$ cat src/rtl/rau_pkg.sv
// ----------------------------------------------------------------------------
// rau_pkg
// Shared types, constants and helpers of the rational arithmetic unit.
// ----------------------------------------------------------------------------
package rau_pkg;

    // Operand word size and the width of exact intermediates.
    localparam int WORD_BITS = 32;
    localparam int PROD_W    = 2 * WORD_BITS;
    localparam int CNT_W     = $clog2(PROD_W + 1);

    typedef enum logic [1:0] {
        OP_ADD = 2'd0,
        OP_SUB = 2'd1,
        OP_MUL = 2'd2,
        OP_DIV = 2'd3
    } t_op;

    typedef enum logic [1:0] {
        ST_OK      = 2'd0,
        ST_INVALID = 2'd1,
        ST_DIVZ    = 2'd2,
        ST_OVF     = 2'd3
    } t_status;

    // Datapath commands issued by the controller.
    typedef enum logic [3:0] {
        CMD_NONE,
        CMD_LOAD,
        CMD_SEL_A,
        CMD_SEL_B,
        CMD_GCD_INIT,
        CMD_GCD_STEP,
        CMD_DIV_INIT,
        CMD_DIV_STEP,
        CMD_STORE_A,
        CMD_STORE_B,
        CMD_MUL_T1,
        CMD_MUL_T2,
        CMD_MUL_D,
        CMD_ADD,
        CMD_EMIT
    } t_cmd_op;

    typedef struct packed {
        t_cmd_op op;
        t_status status;
    } t_cmd;

    // Flags returned by the datapath.
    typedef struct packed {
        logic zero_den;
        logic div_zero;
        logic gcd_done;
        logic div_done;
        logic overflow;
    } t_dp_status;

    // Sign and magnitude of one operand word.
    typedef struct packed {
        logic                 neg;
        logic [WORD_BITS-1:0] mag;
    } t_sm;

    // Takes the low WORD_BITS bits as two's complement and splits off the sign.
    function automatic t_sm to_sm(input logic [31:0] raw);
        t_sm                  r;
        logic [WORD_BITS-1:0] v;
        v     = raw[WORD_BITS-1:0];
        r.neg = v[WORD_BITS-1];
        r.mag = r.neg ? (~v + 1'b1) : v;
        return r;
    endfunction

endpackage

$ cat src/rtl/rau_ctrl.sv
// ----------------------------------------------------------------------------
// rau_ctrl
// Controller: sequences load, operand reduction, cross products, result
// reduction and the hand-off of each result word to the output register.
// ----------------------------------------------------------------------------
module rau_ctrl import rau_pkg::*; (
    input  logic       i_clk,
    input  logic       i_rst_n,
    input  logic       i_valid,
    output logic       o_stall,
    output logic       o_valid,
    input  logic       i_stall,
    input  t_dp_status i_flags,
    output t_cmd       o_cmd
);

    typedef enum logic [3:0] {
        S_IDLE,
        S_CHECK,
        S_GINIT,
        S_GSTEP,
        S_DSTEP,
        S_DSTORE,
        S_SELB,
        S_DZCHK,
        S_MUL2,
        S_MUL3,
        S_ADD,
        S_DONE
    } t_state;

    typedef enum logic [1:0] {
        PH_A,
        PH_B,
        PH_R
    } t_phase;

    t_state  r_state, n_state;
    t_phase  r_phase, n_phase;
    t_status r_status, n_status;
    logic    r_out_valid, n_out_valid;

    // Next-state and command decode.
    always_comb begin
        n_state     = r_state;
        n_phase     = r_phase;
        n_status    = r_status;
        n_out_valid = r_out_valid && i_stall;
        o_cmd.op     = CMD_NONE;
        o_cmd.status = r_status;
        case (r_state)
            S_IDLE: begin
                if (i_valid) begin
                    o_cmd.op = CMD_LOAD;
                    n_state  = S_CHECK;
                end
            end
            S_CHECK: begin
                if (i_flags.zero_den) begin
                    n_status = ST_INVALID;
                    n_state  = S_DONE;
                end else begin
                    o_cmd.op = CMD_SEL_A;
                    n_phase  = PH_A;
                    n_state  = S_GINIT;
                end
            end
            S_GINIT: begin
                o_cmd.op = CMD_GCD_INIT;
                n_state  = S_GSTEP;
            end
            S_GSTEP: begin
                if (i_flags.gcd_done) begin
                    o_cmd.op = CMD_DIV_INIT;
                    n_state  = S_DSTEP;
                end else begin
                    o_cmd.op = CMD_GCD_STEP;
                end
            end
            S_DSTEP: begin
                if (i_flags.div_done) begin
                    n_state = S_DSTORE;
                end else begin
                    o_cmd.op = CMD_DIV_STEP;
                end
            end
            S_DSTORE: begin
                case (r_phase)
                    PH_A: begin
                        o_cmd.op = CMD_STORE_A;
                        n_state  = S_SELB;
                    end
                    PH_B: begin
                        o_cmd.op = CMD_STORE_B;
                        n_state  = S_DZCHK;
                    end
                    default: begin
                        n_status = i_flags.overflow ? ST_OVF : ST_OK;
                        n_state  = S_DONE;
                    end
                endcase
            end
            S_SELB: begin
                o_cmd.op = CMD_SEL_B;
                n_phase  = PH_B;
                n_state  = S_GINIT;
            end
            S_DZCHK: begin
                if (i_flags.div_zero) begin
                    n_status = ST_DIVZ;
                    n_state  = S_DONE;
                end else begin
                    o_cmd.op = CMD_MUL_T1;
                    n_state  = S_MUL2;
                end
            end
            S_MUL2: begin
                o_cmd.op = CMD_MUL_T2;
                n_state  = S_MUL3;
            end
            S_MUL3: begin
                o_cmd.op = CMD_MUL_D;
                n_state  = S_ADD;
            end
            S_ADD: begin
                o_cmd.op = CMD_ADD;
                n_phase  = PH_R;
                n_state  = S_GINIT;
            end
            S_DONE: begin
                // The output register is free once its word has been taken.
                if (!r_out_valid || !i_stall) begin
                    o_cmd.op    = CMD_EMIT;
                    n_out_valid = 1'b1;
                    n_state     = S_IDLE;
                end
            end
            default: begin
                n_state = S_IDLE;
            end
        endcase
    end

    // State and registered outputs.
    always_ff @(posedge i_clk) begin
        if (!i_rst_n) begin
            r_state     <= S_IDLE;
            r_phase     <= PH_A;
            r_status    <= ST_OK;
            r_out_valid <= 1'b0;
        end else begin
            r_state     <= n_state;
            r_phase     <= n_phase;
            r_status    <= n_status;
            r_out_valid <= n_out_valid;
        end
    end

    assign o_stall = (r_state != S_IDLE);
    assign o_valid = r_out_valid;

    // An accepted word always starts the operand check.
    a_accept_check: assert property (@(posedge i_clk) disable iff (!i_rst_n)
        (r_state == S_IDLE && i_valid) |=> (r_state == S_CHECK))
        else $error("accepted word did not enter the check state");

    // A written result is presented and the controller is free again.
    a_emit_valid: assert property (@(posedge i_clk) disable iff (!i_rst_n)
        (o_cmd.op == CMD_EMIT) |=> (o_valid && r_state == S_IDLE))
        else $error("result write did not raise valid");

    // A pending stalled result is never overwritten.
    a_no_overwrite: assert property (@(posedge i_clk) disable iff (!i_rst_n)
        (r_state == S_DONE && r_out_valid && i_stall) |-> (o_cmd.op != CMD_EMIT))
        else $error("pending result overwritten");

    // The GCD unit is not stepped once an operand has reached zero.
    a_gcd_stop: assert property (@(posedge i_clk) disable iff (!i_rst_n)
        (r_state == S_GSTEP && i_flags.gcd_done) |-> (o_cmd.op == CMD_DIV_INIT))
        else $error("gcd stepped past completion");

endmodule

$ cat config.mk
export PLATFORM = sky130hd
export DESIGN_NAME = rau_ctrl
export DESIGN_NICKNAME = d
export VERILOG_FILES = /design/src/rtl/rau_pkg.sv /design/src/rtl/rau_ctrl.sv
export SDC_FILE = /design/constraint.sdc
export NUM_CORES = 1
export LEC_CHECK = 0
export ABC_AREA = 1
export BUFFER_PORTS_ARGS = -buffer_cell sky130_fd_sc_hd__clkbuf_2
export CAP_MARGIN = 30
export CORE_AREA = 4 4 43 45
export CTS_CLUSTER_DIAMETER = 30
export DETAILED_ROUTE_END_ITERATION = 12
export DIE_AREA = 0 0 47 49
export GPL_ROUTABILITY_DRIVEN = 1
export PLACE_DENSITY = 0.79
export SYNTH_ARGS = -nofsm -noshare
export SYNTH_HDL_FRONTEND = slang
export SYNTH_SLANG_ARGS = --single-unit
export TNS_END_PERCENT = 10
$ cat constraint.sdc
create_clock -name i_clk -period 1.5 [get_ports i_clk]
set_clock_uncertainty 0.1 [all_clocks]
set_input_delay 0.3 -clock i_clk [delete_from_list [all_inputs] [get_ports i_clk]]
set_output_delay 0.3 -clock i_clk [all_outputs]
set_load 0.005 [all_outputs]
==> out/qor.csv <==
metric;value;unit
drtIter0Drc;40;
cts_root_buf;clkbuf_4;
clk_pin_slew;0.06;ns
hp-class;input port to register;
synth_top_family_by_area;simple AND/OR/NAND/NOR gates;
die_height;49;µm
drc;0;
fillers;112;
rsz0062_at_grt;yes;
grt_pass1_wl;3.57;mm
cp_slowest_cell;dfxtp_2;
pwr_density_cell;1490;nW/µm²
grt_overflow;0;
clkPwrFrac;11.7;%
critPathBufInv;1;
reg2reg_depth;7;
worst_slack;-0.305;ns
reg2reg_to;r_phase[1];
post_route_cells_drive_above_1_share;47.3;%
p_int;0.894;mW
cp_data_required_time;1.10;ns
track_usage;20.9;%
status;finished, violations left;
maxCapViolations;0;
muxShareOfSynthArea;0;%
placed_cell_area;975;µm²
syn_avg_cell_area;5.89;µm²
gp_congestion;0.929;
ant_nets;0;
yosysUniqueCellTypes;15;
critPathTopFamily;simple AND/OR/NAND/NOR gates;
numCtsBuffers;3;
worst-setup-path-type;register to primary output;
ir_worst_vdd;0.781;mV
comb_power_share;64.8;%
p_leak;0.579;nW
hold_viol;0;
critPathMaxStageDelay;0.38;ns
dieArea;2300;µm²
io_buffers;16;
post-route-period-util;120;%
netlist_area;707;µm²
clock-sinks;9;
synth_cells;120;
vias_per_cell;5.29;
crit_path_start;r_state[0];
path_max_fanout;6;
core;1470;µm²
rows;14;
power;1.60;mW
p_seq_share;23.5;%
seq_area_frac_synth;25.5;%
grt_max_degree;7;
r2r_start;r_state[2];
grt_pass1_vias;884;
insertedDiodeCount;0;
synth-simple-area-share;54.2;%
initial_core_util;48.0;%
hpwl;1.74;mm
antenna_found_initial;0;
relSlewSlack;85.9;%
worstSetupStartpointType;register;
area_growth;52.4;%
synth-seq-cells;9;
die_width;47;µm
drtPass1Iterations;4;
tightest_slew;0.211;ns
r2r_slack;-0.08;ns
io_pins;17;
nets;175;
power_switching;0.706;mW
fin_crit;1.81;ns
cts_tree;built;
failed_checks;setup timing;
clk_path_buf_depth;2;
synth_compound_area_share;9.56;%
stdcell_area;1080;µm²
htree_levels;1;
cp.arrival;1.41;ns
end_kind;primary output;
cp.depth;7;
crit_end;o_cmd[3];
synth_xor_area_share;0;%
syn-num-nets;129;
path_cells;nand2_1 -> nor2_1 -> nand2_1 -> o21ai_2 -> nor2_1 -> nand3_1 -> clkbuf_2;
synth_adder_area_share;0;%
report.final.slew_viol_count;0;
ys_warn_count;0;
wl;2.29;mm
sw_frac_of_total;44.1;%
wl_per_cell;12.7;µm
vias;957;
fmax;554;MHz
setup_viol;6;
clk_latency;0.26;ns
cell usage after synthesis, drive strengths merged:
cell type  count  area [µm²]
a21oi          7        35.0
nor2          25         134
nand2         37         156
nand3b         3        22.5
dfxtp          9         180
buf            1        5.00
nand4          4        25.0
a31oi          2        12.5
nand3          9        45.0
o21ai          4        20.0
inv           19        71.3
what timing repair did:
| action | 4_1_cts | 5_1_grt |
|---|---|---|
| resized for setup | 7 | 17 |
| endpoints found under the setup margin | 5 | 11 |
| buffers inserted | 1 | 2 |
| pin swaps | 2 | 5 |
| hold buffers | 0 | 0 |
power groups by stage:
stage          Combinational [mW]  Sequential, mW  Clock [mW]
3_3_place_gp                0.900           0.355           0
5_1_grt                      1.15           0.383       0.210
3_5_place_dp                0.920           0.359           0
4_1_cts                     0.958           0.361       0.193
6_report                     1.04           0.376       0.188
2_1_floorplan               0.514           0.357           0
cells in the final DEF, fill, tap and decap left out, drive strengths merged:
cell type  instances
nand3              9
clkbuf            19
dfxtp              9
o21ai              4
nand2             37
inv               19
a21oi              7
a31oi              2
buf               27
nand4              4
nand3b             3
nor2              25
metal layers:
metal  track usage, %  routed length [µm]
met1             25.7                 930
met2             34.2                1130
met3             7.75                 184
met4             3.69                  46
met5                0                   0
tightest hold or removal path, delay by kind of cell:
family	cells	cell delay, ns
AND/OR/NAND/NOR	1	0.07
buffers and inverters	2	0.16
worst min path at each step:
| stage | from | to | slack [ns] | cells past startpoint |
|---|---|---|---|---|
| 4_1_cts | i_rst_n | r_state[3] | 0.18 | 3 |
| 3_5_place_dp | r_status[1] | r_status[1] | 0.38 | 2 |
| 3_3_place_gp | r_phase[0] | r_phase[0] | 0.37 | 2 |
| 6_report | i_rst_n | r_state[3] | 0.20 | 3 |
| 2_1_floorplan | i_rst_n | r_state[3] | 0.30 | 2 |
| 5_1_grt | i_rst_n | r_status[0] | 0.21 | 3 |
layout make-up:
| type | instances | area (µm²) | share of cell area, % |
|---|---|---|---|
| Sequential cell | 9 | 188 | 17.4 |
| Multi-Input combinational cell | 91 | 485 | 45.1 |
| Timing Repair Buffer | 42 | 287 | 26.6 |
| Tap cell | 16 | 20.0 | 1.86 |
| Clock buffer | 4 | 26.3 | 2.44 |
| Inverter | 19 | 71.3 | 6.62 |
per-stage QoR:
stage / TNS, ns / std cells / worst slack [ns] / utilization [%] / hold WS, ns
floorplan: 0 / 120 / 0.0927 / - / 0.298
detailed placement: -0.0565 / 174 / -0.0422 / 66.2 / 0.380
finish: -1.17 / 181 / -0.305 / 73.2 / 0.197
global placement: 0 / 174 / 0.00424 / 66.2 / 0.368
global route: -1.73 / 181 / -0.392 / 73.2 / 0.208
CTS: -1.27 / 179 / -0.285 / 69.6 / 0.182
state kept, by name, summed over array words and instances (netlist names):
name	flops
r_status	2
o_valid	1
r_phase	2
r_state	4
kinds of logic after synthesis:
| group | after synthesis |
|---|---|
| compound gates | 13 |
| buf+inv | 20 |
| simple gates | 78 |
| flops | 9 |
(Power assumes the default switching activity.)
